**src/design/hbsf_pkg.sv**
```systemverilog
// Shared types and constants for the HDLC byte-stuffing framer.
// No dependencies; imported by every module of the block except hbsf_out_check.
package hbsf_pkg;

    localparam logic [7:0] FLAG_BYTE      = 8'h7e;
    localparam logic [7:0] ESC_BYTE       = 8'h7d;
    localparam logic [7:0] ESC_FLAG       = 8'h5e;
    localparam logic [7:0] ESC_ESC        = 8'h5d;
    localparam logic [7:0] ZERO_BYTE      = 8'h00;
    localparam logic [7:0] PROTOCOL_RESET = 8'h42;

    localparam logic [6:0] HDR_FIRST = 7'd6;
    localparam logic [6:0] HDR_LAST  = 7'd9;
    localparam logic [6:0] HDR_END   = 7'd10;

    localparam int MAX_PAYLOAD_DEF = 28;
    localparam int QUEUE_DEPTH_DEF = 2;

    localparam int LEN_W  = 6;
    localparam int STEP_W = 3;

    // One request from the front part to the back part.
    typedef struct packed {
        logic             is_open;   // opening flag, then data as the protocol byte
        logic [7:0]       data;      // protocol byte, or a byte to stuff
        logic             has_len;   // append the length byte
        logic [LEN_W-1:0] len;
        logic             has_trl;   // append two zero bytes and the closing flag
    } cmd_t;

endpackage

```
**src/design/hdlc_byte_stuffing_framer.sv**
```systemverilog
// HDLC byte-stuffing framer top level: front part, request queue, back part.
// Depends on hbsf_pkg, hbsf_front, hbsf_queue, hbsf_back, hbsf_out_check.
//
//   channel  dir  handshake              payload
//   s_*      in   s_tvalid / s_tready    tdata[7:0] message_byte, tuser start_of_message
//   m_*      out  m_tvalid / m_tready    tdata[7:0] serial_byte, tlast last,
//                                        tuser end_of_frame
//   cfg_*    in   cfg_valid / cfg_ready  cfg_data[7:0] protocol_id
//
// Each accepted message byte that is kept becomes one request in the front part;
// dropped bytes make none. The back part sends one serial byte per cycle while
// m_tready allows, one to six per request; the output port sets the sustained rate.
// The queue (QUEUE_DEPTH requests) lets the front accept while the back drains.
// rst_n clears control state asynchronously; protocol_id returns to 0x42.
// A stall on m_tready holds the output byte; s_tready drops only on a full queue.
module hdlc_byte_stuffing_framer #(
    parameter int MAX_PAYLOAD = hbsf_pkg::MAX_PAYLOAD_DEF,
    parameter int QUEUE_DEPTH = hbsf_pkg::QUEUE_DEPTH_DEF
) (
    input  logic       clk,
    input  logic       rst_n,
    input  logic       s_tvalid,
    output logic       s_tready,
    input  logic [7:0] s_tdata,   // [7:0] message_byte
    input  logic       s_tuser,   // [0] start_of_message
    input  logic       cfg_valid,
    output logic       cfg_ready,
    input  logic [7:0] cfg_data,  // protocol_id
    output logic       m_tvalid,
    input  logic       m_tready,
    output logic [7:0] m_tdata,   // [7:0] serial_byte
    output logic       m_tlast,
    output logic       m_tuser    // [0] end_of_frame
);
    import hbsf_pkg::*;

    cmd_t push_cmd, head_cmd;
    logic push, full, pop, head_valid;

    // Front: classify each message byte and track the frame position.
    hbsf_front #(
        .MAX_PAYLOAD (MAX_PAYLOAD)
    ) u_front (
        .clk       (clk),
        .rst_n     (rst_n),
        .s_tvalid  (s_tvalid),
        .s_tready  (s_tready),
        .s_tdata   (s_tdata),
        .s_tuser   (s_tuser),
        .cfg_valid (cfg_valid),
        .cfg_ready (cfg_ready),
        .cfg_data  (cfg_data),
        .q_full    (full),
        .q_push    (push),
        .q_cmd     (push_cmd)
    );

    // Queue: decouple the two sides.
    hbsf_queue #(
        .DEPTH (QUEUE_DEPTH)
    ) u_queue (
        .clk        (clk),
        .rst_n      (rst_n),
        .push       (push),
        .push_cmd   (push_cmd),
        .full       (full),
        .pop        (pop),
        .head_valid (head_valid),
        .head_cmd   (head_cmd)
    );

    // Back: expand requests into stuffed serial bytes.
    hbsf_back u_back (
        .clk        (clk),
        .rst_n      (rst_n),
        .head_valid (head_valid),
        .head_cmd   (head_cmd),
        .pop        (pop),
        .m_tvalid   (m_tvalid),
        .m_tready   (m_tready),
        .m_tdata    (m_tdata),
        .m_tlast    (m_tlast),
        .m_tuser    (m_tuser)
    );

    // Port-level check of the output channel.
    hbsf_out_check u_out_check (
        .clk      (clk),
        .rst_n    (rst_n),
        .m_tvalid (m_tvalid),
        .m_tready (m_tready),
        .m_tdata  (m_tdata),
        .m_tlast  (m_tlast),
        .m_tuser  (m_tuser)
    );

endmodule

```
**src/design/hbsf_front.sv**
```systemverilog
// Front part: accepts message bytes, tracks the frame position and turns the
// start, header and payload bytes into requests for the back part. Depends on hbsf_pkg.
module hbsf_front #(
    parameter int MAX_PAYLOAD = hbsf_pkg::MAX_PAYLOAD_DEF
) (
    input  logic               clk,
    input  logic               rst_n,
    input  logic               s_tvalid,
    output logic               s_tready,
    input  logic [7:0]         s_tdata,
    input  logic               s_tuser,
    input  logic               cfg_valid,
    output logic               cfg_ready,
    input  logic [7:0]         cfg_data,
    input  logic               q_full,
    output logic               q_push,
    output hbsf_pkg::cmd_t     q_cmd
);
    import hbsf_pkg::*;

    logic [6:0]       pos_reg, pos_next;
    logic [LEN_W-1:0] len_reg, len_next;
    logic             done_reg, done_next;
    logic [7:0]       proto_reg;
    logic             accept;
    logic             in_hdr, in_pay;
    logic [LEN_W-1:0] len_sat;
    logic             trl;

    assign s_tready  = !q_full;
    assign cfg_ready = 1'b1;
    assign accept    = s_tvalid && s_tready;

    assign len_sat = (s_tdata > 8'(MAX_PAYLOAD)) ? LEN_W'(MAX_PAYLOAD) : s_tdata[LEN_W-1:0];
    assign in_hdr  = (pos_reg >= HDR_FIRST) && (pos_reg < HDR_END);
    assign in_pay  = (pos_reg >= HDR_END);

    always_comb
    begin
        pos_next  = pos_reg;
        len_next  = len_reg;
        done_next = done_reg;
        q_push    = 1'b0;
        q_cmd     = '0;
        trl       = 1'b0;
        if (accept)
        begin
            if (s_tuser)
            begin
                q_push        = 1'b1;
                q_cmd.is_open = 1'b1;
                q_cmd.data    = proto_reg;
                len_next      = len_sat;
                done_next     = 1'b0;
                pos_next      = 7'd1;
            end
            else if (!done_reg)
            begin
                if (in_hdr && pos_reg == HDR_LAST)
                begin
                    trl = (len_reg == '0);
                end
                else if (in_pay)
                begin
                    trl = ({1'b0, pos_reg} + 8'd1) >= ({1'b0, HDR_END} + {2'b00, len_reg});
                end
                q_push        = in_hdr || in_pay;
                q_cmd.data    = s_tdata;
                q_cmd.has_len = in_hdr && (pos_reg == HDR_LAST);
                q_cmd.len     = len_reg;
                q_cmd.has_trl = trl;
                if (trl)
                begin
                    done_next = 1'b1;
                end
                else
                begin
                    pos_next = pos_reg + 7'd1;
                end
            end
        end
    end

    always_ff @(posedge clk or negedge rst_n)
    begin
        if (!rst_n)
        begin
            pos_reg   <= '0;
            len_reg   <= '0;
            done_reg  <= 1'b1;
            proto_reg <= PROTOCOL_RESET;
        end
        else
        begin
            pos_reg  <= pos_next;
            len_reg  <= len_next;
            done_reg <= done_next;
            if (cfg_valid && cfg_ready)
            begin
                proto_reg <= cfg_data;
            end
        end
    end

    // An open frame never sits at position zero.
    a_open_pos: assert property (@(posedge clk) disable iff (!rst_n)
        !done_reg |-> pos_reg != '0)
        else $error("open frame at position zero");

    // A push never meets a full queue.
    a_no_overrun: assert property (@(posedge clk) disable iff (!rst_n)
        q_push |-> !q_full)
        else $error("request pushed into full queue");

    // The frame position stays below HDR_END + MAX_PAYLOAD while a frame is open.
    a_pos_bound: assert property (@(posedge clk) disable iff (!rst_n)
        !done_reg |-> pos_reg < 7'(HDR_END + MAX_PAYLOAD))
        else $error("frame position ran past the payload");

endmodule

```
**src/design/hbsf_queue.sv**
```systemverilog
// Short request queue between the front and back parts.
// Depends on hbsf_pkg for the request type.
module hbsf_queue #(
    parameter int DEPTH = hbsf_pkg::QUEUE_DEPTH_DEF
) (
    input  logic           clk,
    input  logic           rst_n,
    input  logic           push,
    input  hbsf_pkg::cmd_t push_cmd,
    output logic           full,
    input  logic           pop,
    output logic           head_valid,
    output hbsf_pkg::cmd_t head_cmd
);
    import hbsf_pkg::*;

    localparam int AW = (DEPTH > 1) ? $clog2(DEPTH) : 1;

    cmd_t          mem [DEPTH];
    logic [AW-1:0] wr_ptr_reg, rd_ptr_reg;
    logic [AW:0]   count_reg;
    logic          do_push, do_pop;

    assign full       = (count_reg == (AW+1)'(DEPTH));
    assign head_valid = (count_reg != '0);
    assign head_cmd   = mem[rd_ptr_reg];
    assign do_push    = push && !full;
    assign do_pop     = pop && head_valid;

    always_ff @(posedge clk)
    begin
        if (do_push)
        begin
            mem[wr_ptr_reg] <= push_cmd;
        end
    end

    always_ff @(posedge clk or negedge rst_n)
    begin
        if (!rst_n)
        begin
            wr_ptr_reg <= '0;
            rd_ptr_reg <= '0;
            count_reg  <= '0;
        end
        else
        begin
            if (do_push)
            begin
                wr_ptr_reg <= (wr_ptr_reg == AW'(DEPTH - 1)) ? '0 : wr_ptr_reg + 1'b1;
            end
            if (do_pop)
            begin
                rd_ptr_reg <= (rd_ptr_reg == AW'(DEPTH - 1)) ? '0 : rd_ptr_reg + 1'b1;
            end
            case ({do_push, do_pop})
                2'b10:   count_reg <= count_reg + 1'b1;
                2'b01:   count_reg <= count_reg - 1'b1;
                default: count_reg <= count_reg;
            endcase
        end
    end

    a_count_bound: assert property (@(posedge clk) disable iff (!rst_n)
        count_reg <= (AW+1)'(DEPTH))
        else $error("queue count above depth");

    a_pop_valid: assert property (@(posedge clk) disable iff (!rst_n)
        pop |-> head_valid)
        else $error("pop from empty queue");

    a_ptr_gap: assert property (@(posedge clk) disable iff (!rst_n)
        (count_reg == '0) |-> (wr_ptr_reg == rd_ptr_reg))
        else $error("pointers differ on empty queue");

endmodule

```
**src/design/hbsf_back.sv**
```systemverilog
// Back part: expands each queued request into one to six serial bytes and
// drives the registered output channel. Depends on hbsf_pkg.
module hbsf_back (
    input  logic           clk,
    input  logic           rst_n,
    input  logic           head_valid,
    input  hbsf_pkg::cmd_t head_cmd,
    output logic           pop,
    output logic           m_tvalid,
    input  logic           m_tready,
    output logic [7:0]     m_tdata,
    output logic           m_tlast,
    output logic           m_tuser
);
    import hbsf_pkg::*;

    logic [STEP_W-1:0] step_reg, step_next;
    logic              m_tvalid_reg, m_tvalid_next;
    logic [7:0]        m_tdata_reg;
    logic              m_tlast_reg, m_tuser_reg;

    logic              load;
    logic [STEP_W-1:0] nb, total, k;
    logic [7:0]        first_b, second_b, cur_b;
    logic              cur_eof, cur_last;

    // Lay out the request: data bytes, optional length, optional trailer.
    always_comb
    begin
        first_b  = head_cmd.data;
        second_b = ZERO_BYTE;
        nb       = STEP_W'(1);
        if (head_cmd.is_open)
        begin
            first_b  = FLAG_BYTE;
            second_b = head_cmd.data;
            nb       = STEP_W'(2);
        end
        else if (head_cmd.data == FLAG_BYTE)
        begin
            first_b  = ESC_BYTE;
            second_b = ESC_FLAG;
            nb       = STEP_W'(2);
        end
        else if (head_cmd.data == ESC_BYTE)
        begin
            first_b  = ESC_BYTE;
            second_b = ESC_ESC;
            nb       = STEP_W'(2);
        end
        total = nb + STEP_W'(head_cmd.has_len) + (head_cmd.has_trl ? STEP_W'(3) : '0);
        k     = step_reg - nb - STEP_W'(head_cmd.has_len);

        cur_eof = 1'b0;
        if (step_reg < nb)
        begin
            cur_b = (step_reg == '0) ? first_b : second_b;
        end
        else if (head_cmd.has_len && step_reg == nb)
        begin
            cur_b = {2'b00, head_cmd.len};
        end
        else if (k == STEP_W'(2))
        begin
            cur_b   = FLAG_BYTE;
            cur_eof = 1'b1;
        end
        else
        begin
            cur_b = ZERO_BYTE;
        end
        cur_last = (step_reg == total - 1'b1);
    end

    assign load = head_valid && (!m_tvalid_reg || m_tready);
    assign pop  = load && cur_last;

    always_comb
    begin
        step_next     = step_reg;
        m_tvalid_next = m_tvalid_reg;
        if (m_tready)
        begin
            m_tvalid_next = 1'b0;
        end
        if (load)
        begin
            m_tvalid_next = 1'b1;
            step_next     = cur_last ? '0 : step_reg + 1'b1;
        end
    end

    always_ff @(posedge clk or negedge rst_n)
    begin
        if (!rst_n)
        begin
            step_reg     <= '0;
            m_tvalid_reg <= 1'b0;
        end
        else
        begin
            step_reg     <= step_next;
            m_tvalid_reg <= m_tvalid_next;
        end
    end

    always_ff @(posedge clk)
    begin
        if (load)
        begin
            m_tdata_reg <= cur_b;
            m_tlast_reg <= cur_last;
            m_tuser_reg <= cur_eof;
        end
    end

    assign m_tvalid = m_tvalid_reg;
    assign m_tdata  = m_tdata_reg;
    assign m_tlast  = m_tlast_reg;
    assign m_tuser  = m_tuser_reg;

    // The closing flag is always the last byte of its request.
    a_eof_last: assert property (@(posedge clk) disable iff (!rst_n)
        (m_tvalid && m_tuser) |-> m_tlast)
        else $error("closing flag not marked last");

    // The step counter stays inside the head request.
    a_step_range: assert property (@(posedge clk) disable iff (!rst_n)
        head_valid |-> step_reg < total)
        else $error("step past end of request");

    // The step counter rests at zero while no request is queued.
    a_step_idle: assert property (@(posedge clk) disable iff (!rst_n)
        !head_valid |-> step_reg == '0)
        else $error("step counter left mid-request");

endmodule

```
**src/design/hbsf_top_unused_guard.sv**
```systemverilog
// Closing-flag and stall-hold checker on the output channel ports.
// No dependencies; sees the top level's output ports only.
module hbsf_out_check (
    input  logic       clk,
    input  logic       rst_n,
    input  logic       m_tvalid,
    input  logic       m_tready,
    input  logic [7:0] m_tdata,
    input  logic       m_tlast,
    input  logic       m_tuser
);
    localparam logic [7:0] FLAG = 8'h7e;

    a_eof_flag: assert property (@(posedge clk) disable iff (!rst_n)
        (m_tvalid && m_tuser) |-> (m_tdata == FLAG) && m_tlast)
        else $error("closing marker on a non-flag byte");

    a_hold: assert property (@(posedge clk) disable iff (!rst_n)
        (m_tvalid && !m_tready) |=> m_tvalid && $stable(m_tdata))
        else $error("stalled output changed");

endmodule
```
**config.mk**
```make
export PLATFORM = sky130hd
export DESIGN_NAME = hdlc_byte_stuffing_framer
export DESIGN_NICKNAME = d
export VERILOG_FILES = /design/src/design/hbsf_pkg.sv /design/src/design/hdlc_byte_stuffing_framer.sv /design/src/design/hbsf_front.sv /design/src/design/hbsf_queue.sv /design/src/design/hbsf_back.sv /design/src/design/hbsf_top_unused_guard.sv
export SDC_FILE = /design/constraint.sdc
export NUM_CORES = 1
export LEC_CHECK = 0
export ABC_CLOCK_PERIOD_IN_PS = 3750
export BUFFER_PORTS_ARGS = -buffer_cell sky130_fd_sc_hd__buf_2
export CAP_MARGIN = 10
export CORE_AREA = 2 2 85 87
export CTS_CLUSTER_DIAMETER = 100
export DETAILED_ROUTE_END_ITERATION = 12
export DIE_AREA = 0 0 87 89
export PLACE_DENSITY = 0.78
export SYNTH_ARGS = -nofsm -noshare
export SYNTH_HDL_FRONTEND = slang
export SYNTH_SLANG_ARGS = --single-unit
```
**constraint.sdc**
```tcl
create_clock -name clk -period 3.75 [get_ports clk]
set_input_delay 0.5625 -clock clk [delete_from_list [all_inputs] [get_ports clk]]
set_output_delay 0.5625 -clock clk [all_outputs]
set_load 0.005 [all_outputs]
```
### Word-level counts from Yosys, hierarchy flattened

Memory sizes are Yosys's and may differ from the RTL's.
Cells that the tools add are included.

| word-level totals | value |
|---|---|
| register bits after elaboration | 40 |
| memories | 1 |
| bits of input ports | 22 |
| RAM bits | 34 |
| logic and storage cells | 106 |
| output and inout bits | 13 |

Memories:

| memory | depth | width | read ports | clocked after Yosys merged registers in | write ports | RTL line | RTL |
|---|---|---|---|---|---|---|---|
| u_queue.mem | 2 | 17 | 1 | 0 | 1 | hbsf_queue.sv:19 | `cmd_t mem [DEPTH];` |

| operators by class | value |
|---|---|
| $lt $le $gt $ge | 6 |
| $add $sub $neg | 13 |
| reduce and logical (&&, ||, !) cells | 20 |
| eq/ne operators | 11 |
| muxes and demuxes | 43 |

Operator list:

| operator | count |
|---|---|
| $mux 8 | 10 |
| $mux 7 | 5 |
| $mux 1 | 19 |
| $mux 17 | 1 |
| $eq 8x7->1 const B | 2 |
| $mux 16 | 1 |
| $mux 3 | 3 |
| $add 7x1->8 const B | 1 |
| $ge 8x8->1 | 1 |
| $gt 8x5->1 const B | 1 |
| $logic_and 1x1->1 | 8 |
| $add 4x6->7 const A | 1 |
| $add 7x1->7 const B | 1 |
| $eq 7x4->1 const B | 1 |
| $ge 7x3->1 const B | 1 |
| $ge 7x4->1 const B | 1 |
| $lt 7x4->1 const B | 1 |
| $eq 3x3->1 | 2 |
| $logic_not 6->1 | 1 |
| $mux 6 | 1 |
| $reduce_bool 2->1 | 3 |
| $eq 2x2->1 const B | 2 |
| $mux 2 | 2 |
| $ne 2x2->1 const B | 2 |
| other kinds (19) | 22 |

### Depth between registers and ports, before layout

An unclocked memory read counts as a cell.

| logic depth | value |
|---|---|
| word-level depth | 13 |
| mapped depth | 18 |
| depth with buffers taken out | 18 |

### Hierarchy

Synthesis repeated with hierarchy kept, for this count alone.

| second synthesis, totals | value |
|---|---|
| cells, all modules | 341 |
| area, all modules | 4119.0 um^2 |

By module, submodules not included:

| module | instances | area an instance (um^2) | cells each | seq. area each (um^2) |
|---|---|---|---|---|
| hbsf_front | 1 | 1580.3 | 163 | 554.3 |
| hbsf_queue | 1 | 1433.9 | 71 | 1121.1 |
| hbsf_back | 1 | 1104.8 | 107 | 400.4 |

### Worst setup path after synthesis

Ideal clock, no wire load.

| timing | value |
|---|---|
| kind | flip-flop to flip-flop |
| start | reg u_queue.rd_ptr_reg |
| end | reg u_queue.count_reg[1] |
| arrival time | 3.297 ns |
| setup slack | 0.374 ns |
| setup time | 0.079 ns |
| clock period less this slack | 3.376 ns |
| buffers on the path | 1 |
| cell stages (with the launch flop) | 18 |
| required time | 3.671 ns |
| path through | dfrtp_1 > buf_6 > mux2i_1 > nor2_1 > o21bai_1 > nand2_1 > ha_1 > inv_1 > ha_1 > inv_1 > fa_1 > xor2_1 > xnor2_1 > nor3_2 > and2_1 > ha_1 > nor2_1 > xor2_1 |

| between the ends | value |
|---|---|
| word-level cells in the longest chain between the ends | 13 |
| elaborated cells between the ends (all ways) | 17 |
| classes of those cells | add/sub (3); eq/ne (5); mux (5); reduce/logical (3); memory (1) |

Ends and longest elaborated chain:

| item | RTL line | RTL |
|---|---|---|
| from (decl) | hbsf_queue.sv:20 | `logic [AW-1:0] wr_ptr_reg, rd_ptr_reg;` |
| from (signal assigned) | hbsf_queue.sv:54 | `rd_ptr_reg <= (rd_ptr_reg == AW'(DEPTH - 1)) ? '0 : rd_ptr_reg + 1'b1;` |
| $mem_v2 2x17 * | -- |  |
| $eq 8x7->1 | hbsf_back.sv:45 | `else if (head_cmd.data == ESC_BYTE)` |
| $mux 2 | hbsf_back.sv:45 |  |
| $mux 3 | hbsf_back.sv:39 | `else if (head_cmd.data == FLAG_BYTE)` |
| $mux 3 | hbsf_back.sv:33 | `if (head_cmd.is_open)` |
| $add 3x1->3 | hbsf_back.sv:51 | `total = nb + STEP_W'(head_cmd.has_len) + (head_cmd.has_trl ? STEP_W'(3) : '0);` |
| $add 3x3->3 * | hbsf_back.sv:51 |  |
| $sub 3x1->3 * | hbsf_back.sv:72 | `cur_last = (step_reg == total - 1'b1);` |
| $eq 3x3->1 * | hbsf_back.sv:72 |  |
| via u_back.cur_last | hbsf_back.sv:25 | `logic cur_eof, cur_last;` |
| $logic_and 1x1->1 * | hbsf_back.sv:76 | `assign pop = load && cur_last;` |
| $logic_and 1x1->1 * | hbsf_queue.sv:28 | `assign do_pop = pop && head_valid;` |
| via u_queue.do_pop | hbsf_queue.sv:22 | `logic do_push, do_pop;` |
| $eq 2x1->1 / $eq 2x2->1 (equally long branches) | hbsf_queue.sv:56 | `case ({do_push, do_pop})` |
| $pmux 2 s2 / $reduce_bool 2->1 (equally long branches) | -- |  |
| to (signal assigned) | hbsf_queue.sv:57 | `2'b10: count_reg <= count_reg + 1'b1;` |
| to (signal assigned) | hbsf_queue.sv:58 | `2'b01: count_reg <= count_reg - 1'b1;` |
| to (signal assigned) | hbsf_queue.sv:59 | `default: count_reg <= count_reg;` |
| to (decl) | hbsf_queue.sv:21 | `logic [AW:0] count_reg;` |

Mark *: on every way through the listed nets, which the timed path passes. The rest lies on a longest branch.
A chain may end at the register's enable or synchronous reset.

### Worst setup path after layout

| timing | value |
|---|---|
| start | reg u_queue.rd_ptr_reg |
| end | reg u_back.m_tdata_reg[1], in the netlist u_back.m_tdata[1] (data pin) |

| between the ends | value |
|---|---|
| word-level cells in the longest chain between the ends | 11 |
| elaborated cells between the ends (all ways) | 21 |
| classes of those cells | add/sub (2); order compare (1); eq/ne (4); mux (12); reduce/logical (1); memory (1) |

Ends and longest elaborated chain:

| item | RTL line | RTL |
|---|---|---|
| $mem_v2 2x17 * | -- |  |
| $eq 8x7->1 | hbsf_back.sv:45 |  |
| $mux 2 | hbsf_back.sv:45 |  |
| $mux 3 | hbsf_back.sv:39 |  |
| $mux 3 | hbsf_back.sv:33 |  |
| $sub 3x3->3 | hbsf_back.sv:52 | `k = step_reg - nb - STEP_W'(head_cmd.has_len);` |
| $sub 3x1->3 | hbsf_back.sv:52 |  |
| $eq 3x2->1 | hbsf_back.sv:63 | `else if (k == STEP_W'(2))` |
| $mux 7 | hbsf_back.sv:63 |  |
| $mux 8 | hbsf_back.sv:59 | `else if (head_cmd.has_len && step_reg == nb)` |
| $mux 8 * | hbsf_back.sv:55 | `if (step_reg < nb)` |
| via u_back.cur_b[1] | hbsf_back.sv:24 | `logic [7:0] first_b, second_b, cur_b;` |
| to (signal assigned) | hbsf_back.sv:111 | `m_tdata_reg <= cur_b;` |
| to (decl) | hbsf_back.sv:19 | `logic [7:0] m_tdata_reg;` |

Marked as above.

==> metrics.md <==
| Metric | Value |
|---|---|
| WP data arrival | `3.66 ns` |
| Sequential share of the synthesized area | `52.5%` |
| Number of H-tree levels | `3` |
| Number of remaining DRC errors | `0` |
| FMAX | `0.280 GHz` |
| Non-filler cells, final | `446` |
| Outcome | `complete, no violations` |
| Die Footprint | `7740 um2` |
| Syn Area/Cell | `12.3 um2` |
| Post-DP HPWL | `5.21 mm` |
| Post-synth EDFFs | `44` |
| Total number of vias | `2,549` |
| Worst skew pair latency | `0.34 ns` |
| Rows | `30` |
| First-pass DRT Iterations | `4` |
| Worst EP required | `3.83 ns` |
| Pwr/cell area | `759 nW/um2` |
| Inst Count DP | `429` |
| Root Buffer | `clkbuf_8` |
| Gr usage total | `19.7%` |
| Crit. End Element | `register` |
| Synth Net Count | `368` |
| Max Slew Vio Count | `0` |
| Yosys cell types | `57` |
| Total global routing overflow | `0` |
| Clock slew at reported path FFs | `0.08 ns` |
| Largest net degree at the start of global routing | `31` |
| Max_cap viols | `0` |
| Ys flop type | `edfxtp_1` |
| DRT iter0 DRCs | `115` |
| Vias in the first global route | `2,493` |
| Chip width | `87 um` |
| Synth Instances | `322` |
| Core area | `6720 um2` |
| IO Port Bufs | `33` |
| Fill cells | `480` |
| Worst setup SP type | `register` |
| Initial Util | `58.8%` |
| Yosys reg bits | `74` |
| Leakage | `1.89 nW` |
| Final worst path period need | `3.58 ns` |
| GP Congestion | `0.778` |
| Worst Clk Skew | `0.00881 ns` |
| Via density | `5.72` |
| PnR Total Power | `3.40 mW` |
| Area growth from synthesis to layout | `13.3%` |
| ANT cells | `0` |
| Final Cycle Share | `95.4%` |
| First-pass GRT wire length | `11.7 mm` |
| # clock sinks | `74` |
| CTS tree | `done` |
| Clock Path Buffers | `2` |
| Post-Route WL | `7.05 mm` |
| Post-CTS Hold Fix Bufs | `0` |
| Num ports | `35` |
| Final ANT Viol Nets | `0` |
| Syn Std Cell Area | `3950 um2` |
| Largest register FFs | `34` |
| CP Class | `reg2reg` |
| TritonCTS Buffers | `9` |
| Nets@finish | `407` |
| Post-DR wirelength/cell | `15.8 um` |
| Max_slew headroom | `51.9%` |
| CP Max Fanout | `5` |
| Ys async rst share | `40.5%` |
| Overall die height | `89 um` |
| Hold Crit Class | `in2async` |
| Fraction of layout cells with a size suffix above 1 | `24.9%` |
| Initial antenna violation count | `0` |
| Final Hold Viols | `0` |
| VDD IR max | `0.000329 V` |
| Endpoints failing setup | `0` |
| Actual slew at the worst max-slew pin | `0.722 ns` |
| R2R Setup Slk | `0.17 ns` |
| Synthesis warning total | `0` |
==> final cells by class <==
cell class	instances	area (um2)	share of cell area, %
clock buffers	10	128	2.85
well taps	80	100	2.23
repair buffers	39	223	4.97
inverters	19	71.3	1.59
multi-input cells	218	1790	40.0
flip-flops and latches	74	2080	46.4
clock inverters	6	90.1	2.01
==> metrics by stage <==
| step | util, % | setup TNS, ns | instance area, um2 | hold WS (ns) | setup WS, ns |
|---|---|---|---|---|---|
| 6_report | 66.7 | 0 | 4480 | 0.285 | 0.172 |
| 3_5_place_dp | 62.3 | 0 | 4190 | 0.490 | 0.102 |
| 4_1_cts | 65.5 | 0 | 4400 | 0.293 | 0.0946 |
| 3_3_place_gp | 62.3 | 0 | 4190 | 0.481 | 0.277 |
| 5_1_grt | 66.7 | -0.0768 | 4480 | 0.315 | -0.0247 |
| 2_1_floorplan | - | 0 | 3950 | 0.267 | 0.374 |
==> power by group <==
group / switching [mW] / total (mW) / internal, mW
Clock: 0.292 / 0.669 / 0.377
Sequential: 0.169 / 1.30 / 1.13
Combinational: 0.762 / 1.43 / 0.663
==> worst max-delay path, stage by stage, from the launching register on <==
cell and delay [ns]:
dfrtp_2 0.46, mux2_4 0.35, and2_1 0.18, o21bai_2 0.21
nand2_2 0.12, fa_1 0.51, inv_1 0.10, ha_1 0.16
nor2_1 0.06, fa_1 0.40, xnor2_1 0.14, nand3_1 0.08
or3_1 0.16, o21ai_0 0.11, a311o_1 0.30
==> kinds of logic (layout without fill, tap and decap cells) <==
logic type / after synthesis / after routing / synth area share, %
AOI/OAI and AO/OA: 62 / 62 / 12.1
xor gates and xnor gates: 18 / 18 / 3.99
adders and majority gates: 25 / 25 / 8.42
buffers and inverters: 30 / 74 / 3.55
DFF: 74 / 74 / 52.5
muxes: 26 / 26 / 7.19
other: 1 / 1 / 0.0949
and+or+nand+nor: 86 / 86 / 12.1
==> synthesized netlist by cell type, types with 3 or more instances <==
cell type	count	area (um2)
a21oi_1	11	55.1
a22o_1	14	123
and2_1	9	56.3
buf_2	4	20.0
clkbuf_1	3	11.3
dfrtp_1	27	676
dfstp_2	3	78.8
edfxtp_1	44	1320
fa_1	3	60.1
ha_1	21	263
inv_1	19	71.3
mux2_2	13	146
mux2i_1	11	110
nand2_1	21	78.8
nand2b_1	4	25.0
nand3_1	8	40.0
nor2_1	13	48.8
nor2b_1	5	31.3
nor3_1	5	25.0
o21ai_0	12	60.1
o221ai_1	4	35.0
o22ai_1	3	18.8
or3_1	3	18.8
xnor2_1	10	87.6
xor2_1	8	70.1
==> cell usage in the layout, fill, tap and decap left out, types with 3 or more instances in the layout <==
| cell | synthesis | routed |
|---|---|---|
| mux2_2 | 13 | 12 |
| a21oi_1 | 11 | 10 |
| nand2_1 | 21 | 20 |
| xor2_1 | 8 | 8 |
| o22ai_1 | 3 | 3 |
| ha_1 | 21 | 20 |
| o221ai_1 | 4 | 4 |
| fa_1 | 3 | 3 |
| nand2b_1 | 4 | 4 |
| or3_1 | 3 | 3 |
| clkbuf_8 | 0 | 9 |
| nand3_1 | 8 | 8 |
| buf_2 | 4 | 33 |
| mux2i_1 | 11 | 10 |
| nor2b_1 | 5 | 5 |
| inv_1 | 19 | 19 |
| dfrtp_1 | 27 | 26 |
| o21ai_0 | 12 | 12 |
| edfxtp_1 | 44 | 44 |
| nor3_1 | 5 | 5 |
| buf_4 | 2 | 5 |
| nor2_1 | 13 | 13 |
| xnor2_1 | 10 | 10 |
| a22o_1 | 14 | 14 |
| and2_1 | 9 | 9 |
| dfstp_2 | 3 | 3 |
==> repair_timing <==
| action | CTS | global route |
|---|---|---|
| setup endpoints to repair | 0 | 7 |
| resized for setup | 0 | 13 |
| buffers inserted | 0 | 1 |
| hold endpoints to repair | 0 | 0 |
==> routing by layer <==
layer / global-route usage (%) / up-vias / wire length [um]
met3: 3.42 / 14 / 232
met2: 32.1 / 54 / 3540
li1: - / 1254 / -
met4: 8.10 / 0 / 114
met1: 26.3 / 1227 / 3160
met5: 0 / - / 0
==> final timing paths <==
| check | startpoint | to | cells past startpoint |
|---|---|---|---|
| min in group clk | cfg_data[0] | u_front.proto_reg[0]$_DFFE_PN0P_ | 2 |
| max in group asynchronous | rst_n | u_queue.rd_ptr_reg$_DFFE_PN0P_ | 1 |
| min | rst_n | u_front.len_reg[3]$_DFFE_PN0P_ | 1 |
| max | u_queue.rd_ptr_reg$_DFFE_PN0P_ | u_back.m_tdata[1]$_DFFE_PP_ | 14 |
| max reg2reg | u_queue.rd_ptr_reg$_DFFE_PN0P_ | u_back.m_tdata[1]$_DFFE_PP_ | 14 |
| min reg2reg | u_queue.wr_ptr_reg$_DFFE_PN0P_ | u_queue.wr_ptr_reg$_DFFE_PN0P_ | 1 |
No activity file was read; power rests on OpenSTA's default activity.
